==> config.mk <==
export PLATFORM = sky130hd
export DESIGN_NAME = pssm_window_scorer
export DESIGN_NICKNAME = d
export VERILOG_FILES = /design/src/rtl/core/pssm_pkg.sv /design/src/rtl/core/pssm_front.sv /design/src/rtl/core/pssm_queue.sv /design/src/rtl/core/pssm_back.sv /design/src/rtl/core/pssm_window_scorer.sv
export SDC_FILE = /design/constraint.sdc
export NUM_CORES = 2
export LEC_CHECK = 0
export BUFFER_PORTS_ARGS = -buffer_cell sky130_fd_sc_hd__buf_4
export CAP_MARGIN = 40
export CORE_UTILIZATION = 30
export DETAILED_ROUTE_END_ITERATION = 10
export PLACE_DENSITY = 0.53
export SLEW_MARGIN = 20
export SYNTH_ARGS = -nofsm -noshare
export SYNTH_HDL_FRONTEND = slang
export SYNTH_SLANG_ARGS = --single-unit
export TNS_END_PERCENT = 1
==> constraint.sdc <==
create_clock -name i_clk -period 29.8 [get_ports i_clk]
set_input_delay 4.47 -clock i_clk [delete_from_list [all_inputs] [get_ports i_clk]]
set_output_delay 4.47 -clock i_clk [all_outputs]
set_load 0.005 [all_outputs]
==> src/rtl/core/pssm_pkg.sv <==
package pssm_pkg;

    localparam int unsigned CFG_W       = 6;
    localparam int unsigned WIDX_W      = 7;
    localparam int unsigned WGT_W       = 16;
    localparam int unsigned CHAR_W      = 8;
    localparam int unsigned SCORE_W     = 21;
    localparam int unsigned POS_W       = 20;
    localparam int unsigned LEN_W       = 6;
    localparam int unsigned QUEUE_DEPTH = 2;

    typedef logic [1:0] t_code;

    localparam t_code CODE_A = 2'd0;
    localparam t_code CODE_G = 2'd1;
    localparam t_code CODE_C = 2'd2;
    localparam t_code CODE_T = 2'd3;

    localparam logic [CHAR_W-1:0] CH_A_UP = 8'h41;
    localparam logic [CHAR_W-1:0] CH_A_LO = 8'h61;
    localparam logic [CHAR_W-1:0] CH_G_UP = 8'h47;
    localparam logic [CHAR_W-1:0] CH_G_LO = 8'h67;
    localparam logic [CHAR_W-1:0] CH_C_UP = 8'h43;
    localparam logic [CHAR_W-1:0] CH_C_LO = 8'h63;
    localparam logic [CHAR_W-1:0] CH_T_UP = 8'h54;
    localparam logic [CHAR_W-1:0] CH_T_LO = 8'h74;

    typedef enum logic {
        FUNC_LOAD = 1'b0,
        FUNC_BASE = 1'b1
    } t_func;

    typedef struct packed {
        t_func                     func;
        logic [WIDX_W-1:0]         weight_index;
        logic signed [WGT_W-1:0]   weight_value;
        logic [CHAR_W-1:0]         base_char;
        logic                      seq_start;
    } t_in_req;

    typedef struct packed {
        logic signed [SCORE_W-1:0] window_score;
        logic [POS_W-1:0]          window_start;
    } t_out_req;

    // classified request handed from front to back
    typedef struct packed {
        logic                      is_load;
        logic [WIDX_W-1:0]         weight_index;
        logic signed [WGT_W-1:0]   weight_value;
        t_code                     code;
        logic                      code_ok;
        logic                      emit;
        logic [LEN_W-1:0]          len_m1;
        logic [POS_W-1:0]          window_start;
    } t_op;

    typedef struct packed {
        logic full;
        logic nonempty;
    } t_q_stat;

    typedef struct packed {
        logic  ok;
        t_code code;
    } t_base;

    function automatic t_base decode_base(input logic [CHAR_W-1:0] ch);
        t_base b;
        b.ok   = 1'b1;
        b.code = CODE_A;
        case (ch) inside
            CH_A_UP, CH_A_LO: b.code = CODE_A;
            CH_G_UP, CH_G_LO: b.code = CODE_G;
            CH_C_UP, CH_C_LO: b.code = CODE_C;
            CH_T_UP, CH_T_LO: b.code = CODE_T;
            default:          b.ok   = 1'b0;
        endcase
        return b;
    endfunction

endpackage

==> src/rtl/core/pssm_front.sv <==
module pssm_front #(
    parameter int unsigned MAX_MOTIF = 32
) (
    input  logic                         i_clk,
    input  logic                         i_rst_n,
    input  logic                         i_cfg_we,
    input  logic [pssm_pkg::CFG_W-1:0]   i_cfg_wdata,
    input  logic                         i_in_valid,
    input  pssm_pkg::t_in_req            i_in_req,
    input  logic                         i_q_full,
    output logic                         o_in_stall,
    output logic                         o_push,
    output pssm_pkg::t_op                o_op
);

    localparam int unsigned FILL_W = $clog2(MAX_MOTIF + 1);

    logic [pssm_pkg::CFG_W-1:0] r_motif_length;
    logic [pssm_pkg::POS_W-1:0] r_pos;
    logic [FILL_W-1:0]          r_fill;

    logic [pssm_pkg::POS_W-1:0] cur;
    logic [FILL_W-1:0]          n_fill;
    logic [pssm_pkg::LEN_W-1:0] len_m1;
    logic                       accept;
    logic                       is_base;
    pssm_pkg::t_base            dec;

    // clamp window width into 1..MAX_MOTIF
    always_comb begin
        if (r_motif_length == '0) begin
            len_m1 = '0;
        end else if (32'(r_motif_length) > 32'(MAX_MOTIF)) begin
            len_m1 = pssm_pkg::LEN_W'(MAX_MOTIF - 1);
        end else begin
            len_m1 = pssm_pkg::LEN_W'(r_motif_length - 1'b1);
        end
    end

    assign accept     = i_in_valid && !i_q_full;
    assign is_base    = (i_in_req.func == pssm_pkg::FUNC_BASE);
    assign o_in_stall = i_q_full;
    assign o_push     = accept;
    assign dec        = pssm_pkg::decode_base(i_in_req.base_char);

    always_comb begin
        cur = i_in_req.seq_start ? '0 : r_pos;
        if (i_in_req.seq_start) begin
            n_fill = FILL_W'(1);
        end else if (32'(r_fill) < 32'(MAX_MOTIF)) begin
            n_fill = r_fill + 1'b1;
        end else begin
            n_fill = r_fill;
        end
    end

    always_comb begin
        o_op.is_load      = !is_base;
        o_op.weight_index = i_in_req.weight_index;
        o_op.weight_value = i_in_req.weight_value;
        o_op.code         = dec.code;
        o_op.code_ok      = dec.ok;
        o_op.emit         = is_base && (32'(n_fill) > 32'(len_m1));
        o_op.len_m1       = len_m1;
        o_op.window_start = cur - pssm_pkg::POS_W'(len_m1);
    end

    always_ff @(posedge i_clk) begin
        if (!i_rst_n) begin
            r_motif_length <= pssm_pkg::CFG_W'(1);
            r_pos          <= '0;
            r_fill         <= '0;
        end else begin
            if (i_cfg_we) begin
                r_motif_length <= i_cfg_wdata;
            end
            if (accept && is_base) begin
                r_pos  <= cur + 1'b1;
                r_fill <= n_fill;
            end
        end
    end

endmodule

==> src/rtl/core/pssm_queue.sv <==
module pssm_queue (
    input  logic              i_clk,
    input  logic              i_rst_n,
    input  logic              i_push,
    input  pssm_pkg::t_op     i_push_op,
    input  logic              i_pop,
    output pssm_pkg::t_q_stat o_stat,
    output pssm_pkg::t_op     o_head
);

    localparam int unsigned PTR_W = $clog2(pssm_pkg::QUEUE_DEPTH);
    localparam int unsigned CNT_W = $clog2(pssm_pkg::QUEUE_DEPTH + 1);

    pssm_pkg::t_op    r_mem [pssm_pkg::QUEUE_DEPTH];
    logic [PTR_W-1:0] r_wr;
    logic [PTR_W-1:0] r_rd;
    logic [CNT_W-1:0] r_cnt;

    assign o_stat.full     = (32'(r_cnt) == 32'(pssm_pkg::QUEUE_DEPTH));
    assign o_stat.nonempty = (r_cnt != '0);
    assign o_head          = r_mem[r_rd];

    always_ff @(posedge i_clk) begin
        if (i_push) begin
            r_mem[r_wr] <= i_push_op;
        end
    end

    always_ff @(posedge i_clk) begin
        if (!i_rst_n) begin
            r_wr  <= '0;
            r_rd  <= '0;
            r_cnt <= '0;
        end else begin
            if (i_push) begin
                r_wr <= r_wr + 1'b1;
            end
            if (i_pop) begin
                r_rd <= r_rd + 1'b1;
            end
            if (i_push && !i_pop) begin
                r_cnt <= r_cnt + 1'b1;
            end else if (i_pop && !i_push) begin
                r_cnt <= r_cnt - 1'b1;
            end
        end
    end

endmodule

==> src/rtl/core/pssm_back.sv <==
module pssm_back #(
    parameter int unsigned MAX_MOTIF = 32
) (
    input  logic              i_clk,
    input  logic              i_rst_n,
    input  pssm_pkg::t_q_stat i_stat,
    input  pssm_pkg::t_op     i_head,
    output logic              o_pop,
    output logic              o_out_valid,
    input  logic              i_out_stall,
    output pssm_pkg::t_out_req o_out_req
);

    localparam int unsigned WGT_W   = pssm_pkg::WGT_W;
    localparam int unsigned SCORE_W = pssm_pkg::SCORE_W;
    localparam int unsigned PS_W    = WGT_W + $clog2(MAX_MOTIF);
    localparam int unsigned EXT_W   = (PS_W > SCORE_W) ? PS_W : SCORE_W;
    localparam int unsigned SEL_W   = (MAX_MOTIF > 1) ? $clog2(MAX_MOTIF) : 1;

    localparam logic signed [EXT_W-1:0] SAT_HI = (EXT_W'(1) << (SCORE_W - 1)) - EXT_W'(1);
    localparam logic signed [EXT_W-1:0] SAT_LO = ~SAT_HI;

    // per-position weight lanes, four bases each
    logic signed [WGT_W-1:0] r_w  [MAX_MOTIF][4];
    logic signed [PS_W-1:0]  r_ps [MAX_MOTIF];
    logic signed [PS_W-1:0]  lw   [MAX_MOTIF];
    logic signed [PS_W-1:0]  n_ps [MAX_MOTIF];

    logic                          r_out_valid;
    pssm_pkg::t_out_req            r_out_req;
    logic                          base_fire;
    logic signed [EXT_W-1:0]       sum_x;
    logic signed [SCORE_W-1:0]     score;

    assign o_pop = i_stat.nonempty &&
                   (!i_head.emit || !r_out_valid || !i_out_stall);
    assign base_fire = o_pop && !i_head.is_load;

    for (genvar j = 0; j < MAX_MOTIF; j++) begin : g_lane
        logic wr_hit;

        assign wr_hit = o_pop && i_head.is_load &&
                        (32'(i_head.weight_index[pssm_pkg::WIDX_W-1:2]) == j);
        assign lw[j]  = i_head.code_ok ? PS_W'(r_w[j][i_head.code]) : '0;

        if (j == 0) begin : g_first
            assign n_ps[j] = lw[j];
        end else begin : g_rest
            assign n_ps[j] = r_ps[j-1] + lw[j];
        end

        always_ff @(posedge i_clk) begin
            if (wr_hit) begin
                r_w[j][i_head.weight_index[1:0]] <= i_head.weight_value;
            end
            if (base_fire) begin
                r_ps[j] <= n_ps[j];
            end
        end
    end

    assign sum_x = EXT_W'(n_ps[i_head.len_m1[SEL_W-1:0]]);

    always_comb begin
        if (sum_x > SAT_HI) begin
            score = SCORE_W'(SAT_HI);
        end else if (sum_x < SAT_LO) begin
            score = SCORE_W'(SAT_LO);
        end else begin
            score = SCORE_W'(sum_x);
        end
    end

    always_ff @(posedge i_clk) begin
        if (!i_rst_n) begin
            r_out_valid <= 1'b0;
        end else if (base_fire && i_head.emit) begin
            r_out_valid <= 1'b1;
        end else if (!i_out_stall) begin
            r_out_valid <= 1'b0;
        end
    end

    always_ff @(posedge i_clk) begin
        if (base_fire && i_head.emit) begin
            r_out_req.window_score <= score;
            r_out_req.window_start <= i_head.window_start;
        end
    end

    assign o_out_valid = r_out_valid;
    assign o_out_req   = r_out_req;

endmodule

==> src/rtl/core/pssm_window_scorer.sv <==
// Channel   Direction  Handshake               Payload
// in        sink       i_in_valid / o_in_stall  i_in_req  (pssm_pkg::t_in_req)
// out       source     o_out_valid / i_out_stall o_out_req (pssm_pkg::t_out_req)
// cfg       sink       i_cfg_we                 i_cfg_wdata (motif_length)
//
// One request per cycle, sustained unless o_in_stall is raised. A request
// is pushed into the classification queue on acceptance; once popped, a
// scoring base passes the systolic adder row into the output register.
// Reset is synchronous, active low; it clears position, fill count, queue and
// output valid, and sets motif_length to 1. Weights are not reset.
// o_in_stall rises only once the two-entry queue has filled behind a stalled
// output register.
module pssm_window_scorer #(
    parameter int unsigned MAX_MOTIF = 32
) (
    input  logic                       i_clk,
    input  logic                       i_rst_n,
    input  logic                       i_cfg_we,
    input  logic [pssm_pkg::CFG_W-1:0] i_cfg_wdata,
    input  logic                       i_in_valid,
    output logic                       o_in_stall,
    input  pssm_pkg::t_in_req          i_in_req,
    output logic                       o_out_valid,
    input  logic                       i_out_stall,
    output pssm_pkg::t_out_req         o_out_req
);

    // front -> queue
    logic              push;
    pssm_pkg::t_op     push_op;
    // queue -> back
    pssm_pkg::t_q_stat q_stat;
    pssm_pkg::t_op     q_head;
    logic              pop;

    // Front: config register, sequence position and window fill tracking.
    // Decodes the character and decides whether this request emits a score.
    pssm_front #(
        .MAX_MOTIF (MAX_MOTIF)
    ) u_front (
        .i_clk       (i_clk),
        .i_rst_n     (i_rst_n),
        .i_cfg_we    (i_cfg_we),
        .i_cfg_wdata (i_cfg_wdata),
        .i_in_valid  (i_in_valid),
        .i_in_req    (i_in_req),
        .i_q_full    (q_stat.full),
        .o_in_stall  (o_in_stall),
        .o_push      (push),
        .o_op        (push_op)
    );

    // Short queue decouples front from output backpressure.
    pssm_queue u_queue (
        .i_clk     (i_clk),
        .i_rst_n   (i_rst_n),
        .i_push    (push),
        .i_push_op (push_op),
        .i_pop     (pop),
        .o_stat    (q_stat),
        .o_head    (q_head)
    );

    // Back: weight lanes and systolic partial sums, one lane per motif
    // position. Loads write a lane; bases shift sums one lane along.
    pssm_back #(
        .MAX_MOTIF (MAX_MOTIF)
    ) u_back (
        .i_clk       (i_clk),
        .i_rst_n     (i_rst_n),
        .i_stat      (q_stat),
        .i_head      (q_head),
        .o_pop       (pop),
        .o_out_valid (o_out_valid),
        .i_out_stall (i_out_stall),
        .o_out_req   (o_out_req)
    );

endmodule

---- After elaboration in Yosys (flattened, before gate mapping) ----
Memory sizes are Yosys's and may differ from the RTL's. A register that Yosys moved wholly into a read port is not among the register bits.
Index checks and enable logic that the tools add are counted.
cells by class
  add/subtract/negate cells ............... 39
  multiply operators ...................... 0
  divide/modulo/power cells ............... 0
  order comparisons ....................... 9
  equality and inequality tests ........... 41
  shift-type cells ........................ 0
  muxes and demuxes ....................... 314
  bitwise logic cells ..................... 3
  reduce and logical (&&, ||, !) cells .... 91
operator list
  kind                     count
  $mux W64                 94
  $reduce_or A64 Y1        31
  $mux W16                 65
  $bmux W16 S2             32
  $mux W21                 35
  $add A21 B21 Y21         31
  $mux W5                  31
  $bmux W21 S5             1
  $eq A5 B5 Y1 const B     16
  $eq A8 B7 Y1 const B     8
  $mux W1                  44
  $logic_and A1 B1 Y1      42
  $eq A5 B4 Y1 const B     8
  $demux W16 S2            1
  $mux W6                  4
  $gt A21 B21 Y1 const B   1
  $lt A21 B21 Y1 const B   1
  $add A20 B1 Y20 const B  1
  $eq A5 B3 Y1 const B     4
  $mux W20                 1
  $sub A20 B6 Y20          1
  $mux W2                  6
  $eq A5 B2 Y1 const B     2
  $logic_not A1 Y1         8
  21 further kinds         29
storage, ports and cells
  bits in registers ....................... 78
  bits in latches ......................... 0
  memory bits (writable) .................. 2828
  ROM bits ................................ 0
  bits of input ports ..................... 44
  output and inout bits ................... 43
  word-level logic and storage cells ...... 509
  memories ................................ 3
memory list
  memory         depth  width  rd ports  clocked after Yosys merged registers in  wr ports  line              text
  u_back.r_w     32     64     32        0                                        1         pssm_back.sv:24   logic signed [WGT_W-1:0] r_w [MAX_MOTIF][4];
  u_back.r_ps    32     21     31        0                                        32        pssm_back.sv:25   logic signed [PS_W-1:0] r_ps [MAX_MOTIF];
  u_queue.r_mem  2      54     1         1                                        1         pssm_queue.sv:14  pssm_pkg::t_op r_mem [pssm_pkg::QUEUE_DEPTH];

---- Depth between registers and ports, before layout ----
  depth after elaboration ................. 40
  depth in mapped cells ................... 25

---- Cells and area by module ----
A second synthesis with hierarchy kept.
second synthesis, totals
  cells, all modules ...................... 9060
  area, all modules ....................... 138646.7 sq um
by module, submodules not included
  module      times used  cells an instance  area each (sq um)  seq. area each (sq um)
  pssm_back   1           8472               131563.7           82148.8
  pssm_queue  1           190                4134.0             3343.2
  pssm_front  1           398                2949.1             640.6

---- Worst setup path after synthesis ----
Ideal clock, no wire load.
  path type ............................... input to register
  start point ............................. input i_out_stall
  end point ............................... memory u_back.r_ps[0][0] (netlist name), enable pin
  arrival time ............................ 17292 ps
  data required time ...................... 28811 ps
  setup slack ............................. 11520 ps
  cell stages on the path ................. 4
  path through ............................ nand2_1 -> o22a_1 -> nand3_1 -> inv_1
RTL lines
  item                line                      text
  start: declaration  pssm_window_scorer.sv:24  input logic i_out_stall,
  end: declaration    pssm_back.sv:25

==> reports/qor.txt <==
Core ar.: 0.460 mm2
DR DRC count: 6
synth warn: 0
# fillers: 44200
routed via count: 86300
commonest cells in the netlist: edfxtp_1, ha_1, and2_1
vias in the first global route: 85400
Startpoint Class: flip-flop
Worst Path Required: 30.47 ns
Final min period: 9.40 ns
CTS buffer count: 323
register area share after synthesis: 0.621
reg2reg setup slack: 20.41 ns
RSZ-0062 raised after global routing: false
Fin. Hold Viols: 0
Total Negative Setup Slacks: 0 ns
failing checks: DRC
row cnt: 249
Synth-to-Final Area Change: 15.5%
Slowest-stage cell, CP: dfxtp_4
Pre-antenna DRT Iters: 10
register area: 0.0861 mm2
Gate power share: 0.484
largest net degree at the start of global routing: 101
final setup violation count: 0
WHS Endpoint: u_front.r_pos[1]
H-tree levels: 5
TritonCTS clock tree: done
final-report max-slew violation count: 0
Worst Hold Margin: 0.478 ns
Crit. End Element: flip-flop
Min-Delay Path Depth: 2
CP most frequent cell: buf_4
cell area power density: 123 mW/mm2
crit-path max FO: 73
Crit path arrival time: 10.07 ns
Synth area leader: edfxtp_1
Port Buf Inserts: 85
crit path kind: reg -> reg
Cell Int Power: 11.4 mW
worst clock skew: 0.0803 ns
maxcap violations: 0
root buf cell: clkbuf_16
Multi-input gate area: 0.0511 mm2
Synth Net Count: 10100
Total Routing Usage GR: 0.185
CP peak stage delay: 0.78 ns
Worst Hold Class: reg -> reg
GR Overflow Total: 0
Clk pin slew, worst setup/hold paths: 0.07 ns
Chip Height: 682 um
DRT antenna net count: 0
CTS max path bufs: 4
Worst Reg-to-Reg Cells: 20
async set-reset flop share out of synthesis: 0
most common cell in the netlist: edfxtp_1
ratio of cells with drive above 1 in the final layout: 0.157
RePlAce Congestion: 0.955
final WL: 442000 um
status: finished with violations
Die W: 682 um
dominant synthesized flop cell: edfxtp_1
Max Freq: 0.106 GHz
HPWL after DPL: 305000 um
Synth cell types: 89
post-synth top area share: 0.616
EDFF count, synth: 2841
largest cells by area after synthesis: edfxtp_1, mux4_2, ha_1, xnor2_1, and2_1
Post-CTS Setup Bufs: 0
Clock power frac: 0.209
mapped cell area: 0.139 mm2
Critical R2R Capture: u_back.o_out_req[40]
P_leak: 55.6 nW
part of the cycle the worst path needs: 0.315
die area: 0.465 mm2
switching share of power: 0.421
relative slew slack: 0.239
hold path startpoint: u_front.r_pos[1]
hold_buf cts: 0
routed len/inst: 27.3 um
vias per cell: 5.32
Initial Util: 0.301
initial antenna violation count: 47
Pwr Total: 19.6 mW
global-route wire length before repair: 623000 um
synthesized flop and latch total: 2879
CTS sink cnt: 2879
Clock Latency Late Sink: 0.97 ns
worst slew pin tran: 1.14 ns
Seq pwr share: 0.307
Peak VDD IR: 0.0647 mV
Sw Pwr: 8.27 mW
io pins: 87
First DRT Iteration DRCs: 9130
Mapped Cells: 9393
Mapped Avg Cell Area: 14.7 um2
Post-CTS Resized: 0
crit path cell chain: mux2_8, buf_12, buf_4, buf_4, buf_4, mux4_2, and2_1, ha_1, fa_1, a211oi_1, o21bai_1, o311ai_0, a21boi_0, a221o_1, a31o_2, a31oi_1, xor2_1, o22a_1, o221a_2, or4_1
Final Net Count: 10500
==> cell type report <==
type	count	area share
Antenna cell	23	0.000360
Clock buffer	389	0.0531
Clock inverter	190	0.0143
Inverter	166	0.00394
Multi-Input combinational cell	6018	0.320
Sequential cell	2879	0.538
Tap cell	6149	0.0481
Timing Repair Buffer	413	0.0227
==> kinds of logic (layout without fill, tap and decap cells) <==
kind of cell	Yosys count	count (layout)	synth area share
other cells	0	23	0
fa+ha+maj	665	665	0.0618
buf+inv	496	1158	0.0141
compound gates	1859	1859	0.0886
mux	656	656	0.0962
simple gates	2251	2251	0.0808
xor+xnor	587	587	0.0371
flops	2879	2879	0.621
==> power by group through the flow <==
stage                     combinational (mW)  sequential, mW  clock [mW]
final                                   9.51            6.02        4.10
after global routing                    10.1            6.06        4.32
after CTS                               9.40            6.03        4.18
after detailed placement                9.34            6.10           0
after global placement                  9.14            6.10           0
after floorplan                         5.63            6.22           0
==> critical path: cells and delay by family (launching register included) <==
kind / cells / cell delay [ns]
AO/OA/AOI/OAI: 9 / 2.87
buffers and inverters: 4 / 2.36
multiplexers: 2 / 1.32
flip-flops: 1 / 0.78
adder cells (fa/ha/maj): 2 / 0.69
AND/OR/NAND/NOR: 2 / 0.65
XOR/XNOR: 1 / 0.18
==> per-stage QoR <==
| step | setup WS [ns] | utilization | instance area [um2] | instances |
|---|---|---|---|---|
| global placement | 18.88 | 0.322 | 148000 | 15500 |
| floorplan | 11.52 | - | 139000 | 9393 |
| finish | 20.41 | 0.348 | 160000 | 16200 |
| detailed placement | 19.51 | 0.324 | 149000 | 15600 |
| CTS | 20.25 | 0.347 | 160000 | 16200 |
| global route | 19.78 | 0.348 | 160000 | 16200 |
==> registers in the layout, summed over array words and instances, names as in the netlist, named ones only <==
name	flops
u_front.r_fill	6
u_queue.r_wr	1
u_back.o_out_req	41
u_queue.r_rd	1
u_front.r_pos	20
u_queue.r_cnt	2
u_queue.r_mem	106
u_back.o_out_valid	1
u_back.r_w	2048
u_back.r_ps	646
u_front.r_motif_length	6
==> cells in the final DEF, fill, tap and decap left out, types with 42 or more instances in the layout <==
master / count
nor3_1: 102
nand3_1: 151
nor2_1: 506
mux2i_1: 62
clkinv_1: 56
o21bai_1: 82
and2_1: 552
buf_4: 340
mux4_2: 535
nand2b_1: 54
nand2_1: 545
inv_1: 165
a21oi_1: 507
clkbuf_16: 328
ha_1: 633
o21ai_0: 318
a211oi_1: 101
nor2b_1: 75
o211ai_1: 58
xor2_1: 182
o21a_1: 75
xnor2_1: 403
and3_1: 67
clkinv_2: 46
a31oi_1: 73
a21o_1: 237
bufinv_16: 42
edfxtp_1: 2841
clkbuf_1: 55
==> layer usage <==
| metal | routed length, um | GRT usage | share of wire |
|---|---|---|---|
| met5 | 53 | 0 | 0.00012 |
| met4 | 19800 | 0.0736 | 0.045 |
| met3 | 28100 | 0.0271 | 0.064 |
| met2 | 208000 | 0.303 | 0.47 |
| met1 | 186000 | 0.246 | 0.42 |
==> worst max-delay path by stage <==
stage,startpoint,endpoint,slack (ns),cells after the start
after floorplan,i_out_stall,u_back.r_ps[0][0],11.52,4
after global placement,i_out_stall,u_back.r_ps[1][229],18.88,10
after detailed placement,i_out_stall,u_back.r_ps[1][211],19.51,11
after CTS,flip-flop,u_back.o_out_req[40],20.25,20
after global routing,flip-flop,u_back.o_out_req[40],19.78,20
final,flip-flop,u_back.o_out_req[40],20.41,20
(Power assumes the default switching activity.)
